<file path="src/smdd_pkg.sv">
// ----------------------------------------------------------------------------
// smdd_pkg
// Shared constants, types and the sine table of the stereo modulated delay
// doubler.
// ----------------------------------------------------------------------------
package smdd_pkg;

  localparam int DELAY_DEPTH  = 2048;
  localparam int SAMPLE_BITS  = 24;
  localparam int SINE_ENTRIES = 256;

  localparam int ADDR_BITS  = $clog2(DELAY_DEPTH);
  localparam int SINE_BITS  = $clog2(SINE_ENTRIES);
  localparam int FRAC_BITS  = 8;
  localparam int POS_BITS   = ADDR_BITS + FRAC_BITS;
  // base delay plus signed LFO offset
  localparam int DLY_BITS   = 21;
  localparam int CALC_BITS  = ((POS_BITS > DLY_BITS) ? POS_BITS : DLY_BITS) + 1;
  localparam int TDATA_BITS = ((2 * SAMPLE_BITS + 7) / 8) * 8;

  localparam int CFG_IDX_BITS  = 3;
  localparam int CFG_DATA_BITS = 32;

  localparam logic [CFG_IDX_BITS-1:0] REG_BASE_DELAY   = 3'd0;
  localparam logic [CFG_IDX_BITS-1:0] REG_MOD_DEPTH    = 3'd1;
  localparam logic [CFG_IDX_BITS-1:0] REG_PHASE_STEP   = 3'd2;
  localparam logic [CFG_IDX_BITS-1:0] REG_STEREO_WIDTH = 3'd3;
  localparam logic [CFG_IDX_BITS-1:0] REG_WET_MIX      = 3'd4;

  localparam logic [18:0] BASE_DELAY_RST   = 19'd184320;
  localparam logic [15:0] MOD_DEPTH_RST    = 16'd24576;
  localparam logic [31:0] PHASE_STEP_RST   = 32'd22370;
  localparam logic [16:0] STEREO_WIDTH_RST = 17'd16384;
  localparam logic [15:0] WET_MIX_RST      = 16'd16384;

  localparam longint unsigned HALF_PI_Q30 = 64'd1686629713;

  // one enable per datapath step
  typedef struct packed {
    logic load;
    logic modul;
    logic pos;
    logic rd1;
    logic rd2;
    logic interp;
    logic gain;
    logic rnd;
    logic mix;
    logic done;
  } cmd_t;

  typedef struct packed {
    logic out_free;
  } status_t;

  typedef logic signed [15:0] sine_rom_t [SINE_ENTRIES];

  // Taylor series through x^13 on a Q30 quarter-wave angle
  function automatic logic signed [15:0] quarter_sine(input longint unsigned r);
    longint unsigned x;
    longint unsigned x2;
    longint unsigned term;
    longint          sum;
    longint          q;
    x    = HALF_PI_Q30 * r / SINE_ENTRIES;
    x2   = (x * x) >> 30;
    term = x;
    sum  = longint'(x);
    term = ((term * x2) >> 30) / 6;
    sum  = sum - longint'(term);
    term = ((term * x2) >> 30) / 20;
    sum  = sum + longint'(term);
    term = ((term * x2) >> 30) / 42;
    sum  = sum - longint'(term);
    term = ((term * x2) >> 30) / 72;
    sum  = sum + longint'(term);
    term = ((term * x2) >> 30) / 110;
    sum  = sum - longint'(term);
    term = ((term * x2) >> 30) / 156;
    sum  = sum + longint'(term);
    if (sum <= 0) begin
      return 16'sd0;
    end
    q = (sum + 16384) >>> 15;
    if (q > 32767) begin
      q = 32767;
    end
    return 16'(q);
  endfunction

  function automatic sine_rom_t build_sine();
    sine_rom_t       rom;
    longint unsigned m;
    longint unsigned quad;
    longint unsigned r;
    logic signed [15:0] v;
    for (int k = 0; k < SINE_ENTRIES; k++) begin
      m    = 4 * longint'(k);
      quad = m / SINE_ENTRIES;
      r    = m % SINE_ENTRIES;
      if (quad[0]) begin
        r = SINE_ENTRIES - r;
      end
      v      = quarter_sine(r);
      rom[k] = (quad >= 2) ? -v : v;
    end
    return rom;
  endfunction

  localparam sine_rom_t SINE_ROM = build_sine();

endpackage

</file>
<file path="src/smdd_ctrl.sv">
// ----------------------------------------------------------------------------
// smdd_ctrl
// Sequencer: steps one item through the datapath and holds off the next
// item until the result has moved to the output register.
// ----------------------------------------------------------------------------
module smdd_ctrl
  import smdd_pkg::*;
(
  input  logic    clk,
  input  logic    rst,
  input  logic    in_valid,
  output logic    in_ready,
  input  status_t st,
  output cmd_t    cmd
);

  typedef enum logic [9:0] {
    ST_IDLE   = 10'b0000000001,
    ST_MOD    = 10'b0000000010,
    ST_POS    = 10'b0000000100,
    ST_RD1    = 10'b0000001000,
    ST_RD2    = 10'b0000010000,
    ST_INTERP = 10'b0000100000,
    ST_GAIN   = 10'b0001000000,
    ST_RND    = 10'b0010000000,
    ST_MIX    = 10'b0100000000,
    ST_DONE   = 10'b1000000000
  } state_t;

  state_t state;
  state_t state_next;

  assign in_ready = (state == ST_IDLE);

  always_comb begin
    cmd        = '0;
    cmd.load   = in_ready && in_valid;
    cmd.modul  = (state == ST_MOD);
    cmd.pos    = (state == ST_POS);
    cmd.rd1    = (state == ST_RD1);
    cmd.rd2    = (state == ST_RD2);
    cmd.interp = (state == ST_INTERP);
    cmd.gain   = (state == ST_GAIN);
    cmd.rnd    = (state == ST_RND);
    cmd.mix    = (state == ST_MIX);
    cmd.done   = (state == ST_DONE) && st.out_free;
  end

  always_comb begin
    state_next = state;
    case (state)
      ST_IDLE:   if (in_valid) state_next = ST_MOD;
      ST_MOD:    state_next = ST_POS;
      ST_POS:    state_next = ST_RD1;
      ST_RD1:    state_next = ST_RD2;
      ST_RD2:    state_next = ST_INTERP;
      ST_INTERP: state_next = ST_GAIN;
      ST_GAIN:   state_next = ST_RND;
      ST_RND:    state_next = ST_MIX;
      ST_MIX:    state_next = ST_DONE;
      ST_DONE:   if (st.out_free) state_next = ST_IDLE;
      default:   state_next = ST_IDLE;
    endcase
  end

  always_ff @(posedge clk) begin
    if (rst) begin
      state <= ST_IDLE;
    end else begin
      state <= state_next;
    end
  end

  a_accept_starts: assert property (@(posedge clk) disable iff (rst)
    cmd.load |=> state == ST_MOD)
    else $error("accepted item did not start the sequence");

  a_done_waits: assert property (@(posedge clk) disable iff (rst)
    (state == ST_DONE && !st.out_free) |=> state == ST_DONE)
    else $error("result dropped while output register was full");

endmodule

</file>
<file path="config.mk">
export PLATFORM = sky130hd
export DESIGN_NAME = smdd_ctrl
export DESIGN_NICKNAME = d
export VERILOG_FILES = /design/src/smdd_pkg.sv /design/src/smdd_ctrl.sv
export SDC_FILE = /design/constraint.sdc
export NUM_CORES = 1
export LEC_CHECK = 0
export ABC_AREA = 1
export BUFFER_PORTS_ARGS = -buffer_cell sky130_fd_sc_hd__buf_2
export CAP_MARGIN = 10
export CORE_AREA = 8 8 45 47
export DETAILED_ROUTE_END_ITERATION = 10
export DIE_AREA = 0 0 53 55
export PLACE_DENSITY = 0.7
export SLEW_MARGIN = 20
export SYNTH_ARGS = -nofsm -noshare
export SYNTH_HDL_FRONTEND = slang
export SYNTH_SLANG_ARGS = --single-unit
</file>
<file path="constraint.sdc">
create_clock -name clk -period 1.55 [get_ports clk]
set_clock_uncertainty 0.1 [all_clocks]
set_input_delay 0.2325 -clock clk [delete_from_list [all_inputs] [get_ports clk]]
set_output_delay 0.2325 -clock clk [all_outputs]
set_load 0.02 [all_outputs]
</file>
# Yosys cells after proc, flatten, opt, wreduce, memory -nomap -nowiden
# Cells that the tools add are included.
[classes] n_eq_ne=12 muxes=3 n_reduce_logical=3
[op_table] operator="case mux 10 bit (10 select lines)" n=1
[op_table] operator="two-way mux 10 bit" n=2
[op_table] operator="== test 10 x 1 -> 1 bit, second input constant" n=1
[op_table] operator="== test 10 bit, second input constant" n=1
[op_table] operator="== test 10 x 2 -> 1 bit, second input constant" n=1
[op_table] operator="== test 10 x 3 -> 1 bit, second input constant" n=1
[op_table] operator="== test 10 x 4 -> 1 bit, second input constant" n=1
[op_table] operator="== test 10 x 5 -> 1 bit, second input constant" n=1
[op_table] operator="== test 10 x 6 -> 1 bit, second input constant" n=1
[op_table] operator="== test 10 x 7 -> 1 bit, second input constant" n=1
[op_table] operator="== test 10 x 8 -> 1 bit, second input constant" n=1
[op_table] operator="== test 10 x 9 -> 1 bit, second input constant" n=1
[op_table] operator="!= test 2 bit, second input constant" n=2
[op_table] operator="logical AND 1 bit" n=2
[op_table] operator="AND reduction 2 bit" n=1
[word_totals] ff_bits=10 inputBits=4 output_inout_bits=11 elab_cells=19

# Logic depth before layout (Yosys ltp)
# Gate-level depths: netlist (run 1).
[logic_depth] word_depth=3 ltp_mapped=8 ltp_nobuf=8

# Worst setup path before layout (run 1)
# OpenSTA, ideal clock, no wires.
[synth_timing] path_type="register -> output" start="register state[6]" end="output cmd[9] (netlist bit)" t_arrival_ns=1.150 required_time_ns=1.217 path_slack_ns=0.068 path_stages_with_launch=7 path_buffers=0 cell_sequence="dfxtp_1 -> nor2_2 -> nand2_4 -> nor2_4 -> and2_4 -> inv_2 -> nor2_1"
[synth_rtl] element="from (decl)" line="smdd_ctrl.sv:30" source="state_t state;"
[synth_rtl] element="from (signal assigned)" line="smdd_ctrl.sv:70" source="state <= state_next;"
[synth_rtl] element="to (decl)" line="smdd_ctrl.sv:14" source="output cmd_t cmd"

==> results of run 1 <==
-- through the flow --
stage | std cells | hold slack (ps) | setup TNS, ps
after floorplan | 103 | 202 | 0
after global placement | 133 | 374 | 0
after detailed placement | 133 | 375 | 0
after CTS | 141 | 95.5 | -436
after global routing | 144 | 77.0 | -1670
final | 144 | 83.6 | -673
-- power breakdown --
part	internal, mW	switching (mW)
logic	0.0761	0.0959
registers	0.262	0.00828
clock network	0.0901	0.0999
-- final timing paths --
check	end	slack (ps)	cells after the start
min	state[1]	80	2
max reg2reg	state[0]	-30	11
min reg2reg	state[9]	490	3
max	cmd[9]	-160	7
-- cell usage in the layout (no fill, tap or decap), drive strengths merged --
cell    netlist  routed
nand2        25      25
a21oi         1       1
inv          30      30
nor2         22      22
nand3         7       7
nand4         1       1
and2          1       1
nor3          4       4
or2           2       2
buf           0      22
clkbuf        0       3
dfxtp        10      10
-- kinds of logic (layout without fill, tap and decap cells) --
family                 count (synthesis)  count (layout)  synth area share [%]
AND/OR/NAND/NOR                       62              62                  50.9
buffers and inverters                 30              55                  17.4
flip-flops                            10              10                  30.9
AO/OA/AOI/OAI                          1               1                 0.773
-- layer usage --
layer	share of wire, %	global-route usage, %	vias to the layer above
met5	0	0	-
met4	1.3	3.88	0
met3	4.2	3.48	4
met2	55	22.3	11
met1	40	12.7	306
li1	-	-	348
-- final cells by class --
cell class,count,area (um^2),share of cell area [%]
Clock buffer,3,22.5,2.31
Inverter,30,120,12.3
Multi-Input combinational cell,63,414,42.4
Sequential cell,10,215,22.1
Tap cell,16,20.0,2.05
Timing Repair Buffer,22,184,18.8
-- worst reg2reg max path: stages (launching register included) --
cell and delay (ps):
dfxtp_2 340, nor2_4 160, inv_2 70, nor2_4 100, buf_6 110, buf_4 90, buf_4 90, nand3_2 100
nand2_4 100, inv_4 50, nand4_1 90, nand2_1 60
-- what timing repair did --
| item | 4_1_cts | 5_1_grt |
|---|---|---|
| buffers inserted | 5 | 3 |
| pin swaps | 8 | 9 |
| endpoints found under the setup margin | 11 | 17 |
| resized for setup | 32 | 32 |
==> run metrics, run 1 <==
status=finished, violations left; failing checks=setup timing; Post-Place Setup Slack=111 ps; sum of net half-perimeters after detailed placement=1.16 mm; Slew @ Worst Pin=207 ps; synth warn=0; final hold vios=0; WL/cell=12.5 um; RSZ-0062 raised after global routing=true; relative slew slack=86.2%; core region area=0.00138 mm^2; Total Power=0.633 mW; worst skew pair latency=280 ps; top cells by area, synth=dfxtp_1, inv_1, nand2_1; number of H-tree levels=1; Buf/Inv on CP=2; total track usage=12.0%; kind of critical path=reg2out; initial antenna violation count=0; drt drc=0; width of the die=53 um; row count=14; Placed Instance Area=737 um^2; IO Pins=15; max-slew violation count=0; Peak Freq=0.586 GHz; Yosys top cell area share=30.9%; Post-synth EDFFs=0; clk buf depth=2; FILL cells=110; peak supply drop=0.491 mV; syn nets=107; clk sinks=10; gr ovfl total=0; antenna viol nets, final=0; GP Congestion=0.814; die height=55 um; Synth top cells by count=inv_1, nand2_1, nor2_1; starting density of the core=46.7%; Tcrit/Tclk final=110%; via count=669; worst stage delay on the critical path=360 ps; fin crit period=1710 ps; Post-Syn Area=647 um^2; Pre-Repair DR Iteration Count=4; Largest regs=state x10; Antenna Cells=0; area grow syn2layout=50.9%; fraction of layout cells with a size suffix above 1=57.0%; Leakage=0.554 nW; Top cell by count, worst path=nor2_4; clock root buffer=clkbuf_4; CTS tree=done; top-count cell post-synth=inv_1; First DRT Iteration DRCs=5; die area=0.00292 mm^2; register bank with the most flops=state; Synth area leader=dfxtp_1; register area share after synthesis=30.9%; Max-Cap Viols=0; crit-path cells=nor2_4, nand2_4, nor2_4, and2_4, inv_4, nor2_4, buf_6; CP startpoint=state[7]; Crit path required time=1220 ps; PortBufs=14; fin area=976 um^2; Final Setup Violations=12; hold path startpoint=rst; largest net degree at the start of global routing=7; Crit Reg-Reg Startpoint=state[2]; crit end category=output pin; Mapped Cells=103; power per cell area=648 mW/mm^2; register bit total from synthesis=10; vias in the first global route=653; Main synth FF type=dfxtp_1; Worst-path clk slew=70 ps; WP data arrival=1370 ps; WL final=1.81 mm; setup ws final=-155 ps; Netlist cell types=17; Hold-fix buffers, CTS=0; crit path launch type=register; Async SR Flop Fraction=0%; Post-layout nets=134; Largest delay share family, worst path=simple AND/OR/NAND/NOR gates; min-delay worst type=in2reg; max FFs per register=10; crit-path max FO=4; Syn Area/Cell=6.28 um^2; Num CTS Buffers=3; routed vias/inst=4.65; fin util=70.5%; CP max stage cell=dfxtp_4; global-route wire length before repair=2.64 mm
Note: power is estimated with default switching activity, not from simulation.
==> run 2, diff against run 1 <==
ABC_AREA = 0   (was 1)
HOLD_SLACK_MARGIN = 0.03   (was not set)
PLACE_DENSITY = 0.69   (was 0.7)
==> run 2 against run 1 <==
- the run still ends with setup timing left
- synthesized area fell by 1.4%
- clock-buffer cell count did not move
- final cell count fell by 4.9%
- global-route usage rose by 5.9 points
- largest cell class unchanged
- largest power group is now combinational logic
==> run metrics, run 2 <==
Main synth FF type=dfxtp_1; First DRT Iteration DRCs=23 (+18); failing checks=setup timing; synth warn=0 (unchanged); area grow syn2layout=97.8%; clock root buffer=clkbuf_4; final hold vios=0 (unchanged); antenna viol nets, final=0 (unchanged); relative slew slack=64.5% (-22 points); Async SR Flop Fraction=0% (unchanged); WP data arrival=1970 ps (+600 ps); register area share after synthesis=31.4% (+0.42 points); CTS tree=done; Synth top cells by count=dfxtp_1, nor2_1, inv_1; fin util=91.2% (+21 points); Netlist cell types=31 (+14); power per cell area=581 mW/mm^2 (-10%); Antenna Cells=0 (unchanged); top cells by area, synth=dfxtp_1, nor4b_1, nor2_1; vias in the first global route=820 (+26%); kind of critical path=reg2out; commonest non-fill, non-tap cell in the layout=buf_4; CP max stage cell=or4_4; worst stage delay on the critical path=540 ps (+180 ps); GP Congestion=0.747 (-8.3%); Final Setup Violations=21 (+9); Total Power=0.733 mW (+16%); total track usage=17.9% (+5.9 points); Post-synth EDFFs=0 (unchanged); global-route wire length before repair=3.86 mm (+46%); worst hold path depth=2 (unchanged); worst skew pair latency=270 ps (about the same); Synth area leader=dfxtp_1; WL/cell=19.2 um (+53%); die height=55 um (unchanged); Largest regs=state x10; crit end category=output pin; sum of net half-perimeters after detailed placement=1.44 mm (+24%); clk buf depth=2 (unchanged); number of H-tree levels=1 (unchanged); Worst-path clk slew=70 ps (about the same); clk sinks=10 (unchanged); Max-Cap Viols=0 (unchanged); max FFs per register=10 (unchanged); end of the worst hold path=state[1]; Hold-fix buffers, CTS=0 (unchanged); Reg-to-Reg End=state[8]; Post-Syn Area=638 um^2 (-1.4%); gr ovfl total=0 (unchanged); routed vias/inst=5.97 (+29%); Fin Hold WS=109 ps (+25.5 ps); largest net degree at the start of global routing=9 (+2); Syn Area/Cell=8.62 um^2 (+37%); min-delay worst type=in2reg; Post-Place Setup Slack=-475 ps (-586 ps); Tcrit/Tclk final=149% (+39 points); Pre-Repair DR Iteration Count=4 (unchanged); register bit total from synthesis=10 (unchanged); Peak Freq=0.434 GHz (-26%); Top cell by count, worst path=or4_4; Buf/Inv on CP=1 (-1); width of the die=53 um (unchanged); syn nets=78 (-27%); crit-path cells=or4_4, or4_4, nor3b_4, buf_6; hold path startpoint=rst; fin area=0.00126 mm^2 (+29%); setup_tns=-11,450 ps (-10,780 ps); Placed Instance Area=967 um^2 (+31%); Crit path required time=1220 ps (about the same); Post-Layout Cell Count=137 (-4.9%); commonest non-fill, non-tap cells in the layout=buf_4, buf_6, nor2_1, dfxtp_1, inv_1; Leakage=0.536 nW (-3.3%); initial antenna violation count=0 (unchanged); row count=14 (unchanged); Slew @ Worst Pin=526 ps (+319 ps); drt drc=0 (unchanged); WL final=2.63 mm (+46%); Yosys top cell area share=31.4% (+0.42 points); RSZ-0062 raised after global routing=true; Num CTS Buffers=3 (unchanged); top-count cell post-synth=dfxtp_1; die area=0.00292 mm^2 (unchanged); Post-layout nets=127 (-5.2%); peak supply drop=0.587 mV (+20%); crit path launch type=register; Placed Cells=123 (-7.5%); Mapped Cells=74 (-28%); setup ws final=-753 ps (-597 ps); register bank with the most flops=state; status=finished, violations left; PortBufs=14 (unchanged); fraction of layout cells with a size suffix above 1=69.4% (+12 points); starting density of the core=46.1% (-0.63 points); Largest delay share family, worst path=simple AND/OR/NAND/NOR gates; Crit Reg-Reg Startpoint=state[7]; core region area=0.00138 mm^2 (unchanged); fin crit period=2300 ps (+597 ps); IO Pins=15 (unchanged); r2r setup slk=-560 ps (-530 ps); r2r worst-path depth=7 (-4); crit-path max FO=3 (-1); via count=818 (+22%); max-slew violation count=0 (unchanged)
[run 2: layout make-up]
type                       count  area (um^2)
clock buffer                   3         22.5
fill                          55          121
inverter                       8         30.0
multi-input combinational     52          554
sequential                    10          203
tap                           16         20.0
timing repair buffer          48          433
[run 2: repair_timing]
| action | 4_1_cts | 5_1_grt |
|---|---|---|
| hold endpoints to repair | 0 | 0 |
| buffers inserted | 7 | 6 |
| gates resized for setup | 44 | 6 |
| endpoints found under the setup margin | 21 | 21 |
| pin swaps | 5 | 5 |
[run 2: metal layers]
metal,global-route usage [%],part of all wire (%),up-vias
met5,0,0,-
met4,12.1,6.2,0
met3,2.67,4.9,18
met2,31.4,50,33
met1,19.6,39,396
li1,-,-,371
[run 2: worst max path at each step]
stage                        start  endpoint  slack, ps  cells past startpoint
final                     state[8]    cmd[6]       -750                      4
after global routing      state[8]    cmd[6]       -790                      4
after CTS                 state[8]    cmd[6]       -730                      4
after detailed placement  state[8]    cmd[6]       -470                      4
after global placement    state[8]    cmd[6]       -450                      4
after floorplan           state[8]    cmd[6]       -450                      3
[run 2: kinds of logic after synthesis]
group                     Yosys count  synth area share, %
xor gates and xnor gates            2                 2.75
AOI/OAI and AO/OA                   8                 12.9
buffers and inverters              12                 8.63
DFF                                10                 31.4
and+or+nand+nor                    42                 44.3
[run 2: worst register-to-register path, stage by stage (launching register included)]
cell,delay [ps]
dfxtp_2,320
or3_4,390
or4_4,460
buf_6,140
buf_6,110
o31ai_4,280
buf_6,150
nor2_1,50
[run 2: where the power goes]
group / switching, mW / internal (mW) / leakage (nW)
clock: 0.0953 / 0.0898 / 0.0138
sequential: 0.00749 / 0.262 / 0.0820
combinational: 0.133 / 0.145 / 0.440
==> run 3, diff against run 2 <==
PLACE_DENSITY = 0.78   (was 0.69)
==> run 3 against run 2 <==
- the flow still finishes with violations (setup timing)
- wire length increased by 41%
- setup slack lost 140 ps
- worst hold slack worse by 12 ps
- highest routed layer unchanged
==> run metrics, run 3 (synthesis results as in run 2) <==
GP Congestion=0.752 (+0.79%); CP startpoint=state[5]; Worst-path clk slew=70 ps (about the same); Max-Cap Viols=0 (unchanged); register bank with the most flops=state; fin area=0.00133 mm^2 (+5.6%); Top cell by count, worst path=buf_6; failing checks=setup timing; Placed Cells=122 (-0.81%); crit end category=output pin; clock root buffer=clkbuf_4; die height=55 um (unchanged); Largest delay share family, worst path=simple AND/OR/NAND/NOR gates; max FFs per register=10 (unchanged); Crit Reg-Reg Startpoint=state[5]; crit-path max FO=2 (-1); First DRT Iteration DRCs=52 (+130%); Post-Layout Cell Count=141 (+2.9%); global-route wire length before repair=4.35 mm (+13%); r2r setup slk=-740 ps (-180 ps); RSZ-0062 raised after global routing=true; area grow syn2layout=109%; Buf/Inv on CP=4 (+3); Leakage=0.577 nW (+7.7%); row count=14 (unchanged); Post-layout nets=131 (+3.1%); worst stage delay on the critical path=560 ps (+20 ps); commonest non-fill, non-tap cell in the layout=buf_4; fraction of layout cells with a size suffix above 1=72.8% (+3.4 points); Largest regs=state x10; clk sinks=10 (unchanged); WL final=3.70 mm (+41%); WL/cell=26.3 um (+37%); crit-path cells=or4_4, buf_6, buf_6, nor4_4, nand3_1, inv_1, buf_6; gr ovfl total=0 (unchanged); Crit. path cell count=7 (+3); setup ws final=-895 ps (-143 ps); Hold-fix buffers, CTS=0 (unchanged); initial antenna violation count=0 (unchanged); Num CTS Buffers=3 (unchanged); final hold vios=0 (unchanged); width of the die=53 um (unchanged); Placed Instance Area=960 um^2 (-0.78%); power per cell area=583 mW/mm^2 (+0.31%); routed vias/inst=6.64 (+11%); Crit path required time=1220 ps (about the same); drt drc=0 (unchanged); starting density of the core=46.1% (unchanged); IO Pins=15 (unchanged); CP max stage cell=or4_4; r2r worst-path depth=10 (+3); fin crit period=2450 ps (+143 ps); sum of net half-perimeters after detailed placement=1.50 mm (+4.3%); hold path startpoint=rst; Tcrit/Tclk final=158% (+9.2 points); largest net degree at the start of global routing=9 (unchanged); Reg-to-Reg End=state[8]; max-slew violation count=0 (unchanged); relative slew slack=70.3% (+5.9 points); commonest non-fill, non-tap cells in the layout=buf_4, buf_6, dfxtp_1; crit path launch type=register; min-delay worst type=in2reg; Final Setup Violations=21 (unchanged); worst skew pair latency=280 ps (about the same); peak supply drop=0.549 mV (-6.5%); number of H-tree levels=1 (unchanged); core region area=0.00138 mm^2 (unchanged); WP data arrival=2110 ps (+140 ps); Pre-Repair DR Iteration Count=4 (unchanged); Antenna Cells=0 (unchanged); Critical Path Sink=cmd[7]; Slew @ Worst Pin=444 ps (-81.7 ps); die area=0.00292 mm^2 (unchanged); vias in the first global route=850 (+3.7%); clk buf depth=2 (unchanged); kind of critical path=reg2out; CTS tree=done; status=finished, violations left; via count=936 (+14%); Peak Freq=0.409 GHz (-5.8%); PortBufs=14 (unchanged); total track usage=21.1% (+3.1 points); antenna viol nets, final=0 (unchanged)
run 3: cell types whose count changed in the layout (fill, tap and decap cells not counted), sizes merged:
cell and delta:
buf +4
run 3: power by group:
part	switching (mW)	internal, mW	total [mW]
logic	0.162	0.153	0.315
registers	0.0101	0.262	0.273
clock network	0.0989	0.0901	0.189
run 3: worst reg2reg max path, cell delays in order (launching register included):
cell     delay (ps)
dfxtp_1         350
or4_4           560
buf_6           140
buf_6           110
nor4_4          220
nand3_2         140
buf_4           160
buf_4           120
buf_4           120
buf_4           130
nor2_2           80
run 3: cell type report:
type | count | area [um^2]
clock buffer | 3 | 22.5
inverter | 8 | 30.0
tap | 16 | 20.0
sequential | 10 | 203
fill | 29 | 51.3
multi-input combinational | 52 | 576
timing repair buffer | 52 | 482
run 3: worst min path at each step:
| stage | endpoint | slack (ps) | cells past startpoint |
|---|---|---|---|
| after floorplan | state[1] | 210 | 1 |
| after global placement | state[9] | 360 | 2 |
| after detailed placement | state[9] | 370 | 2 |
| after CTS | state[9] | 90 | 2 |
| after global routing | state[1] | 100 | 2 |
| final | state[1] | 100 | 2 |
run 3: per-stage QoR:
| step | TNS (ps) | utilization, % | power, mW | worst slack, ps | hold WS [ps] |
|---|---|---|---|---|---|
| 3_5_place_dp | -6990 | 69.3 | 0.463 | -492 | 367 |
| 3_3_place_gp | -6370 | 69.3 | 0.457 | -440 | 365 |
| 6_report | -13810 | 96.3 | 0.776 | -895 | 97.4 |
| 4_1_cts | -11850 | 88.5 | 0.690 | -737 | 93.0 |
| 5_1_grt | -14060 | 96.3 | 0.788 | -902 | 99.1 |
| 2_1_floorplan | -6050 | - | 0.382 | -454 | 209 |
run 3: layer usage:
layer / track usage [%] / routed length [um] / vias to the layer above
met3: 5.35 / 331 / 28
met2: 37.3 / 1840 / 79
met4: 10.8 / 250 / 0
li1: - / - / 377
met1: 22.7 / 1280 / 452
met5: 0 / 0 / -
run 3: timing repair:
| action | in CTS | in global routing |
|---|---|---|
| buffers inserted | 10 | 8 |
| resized for setup | 42 | 16 |
| pin swaps | 8 | 6 |
| endpoints found under the setup margin | 21 | 21 |
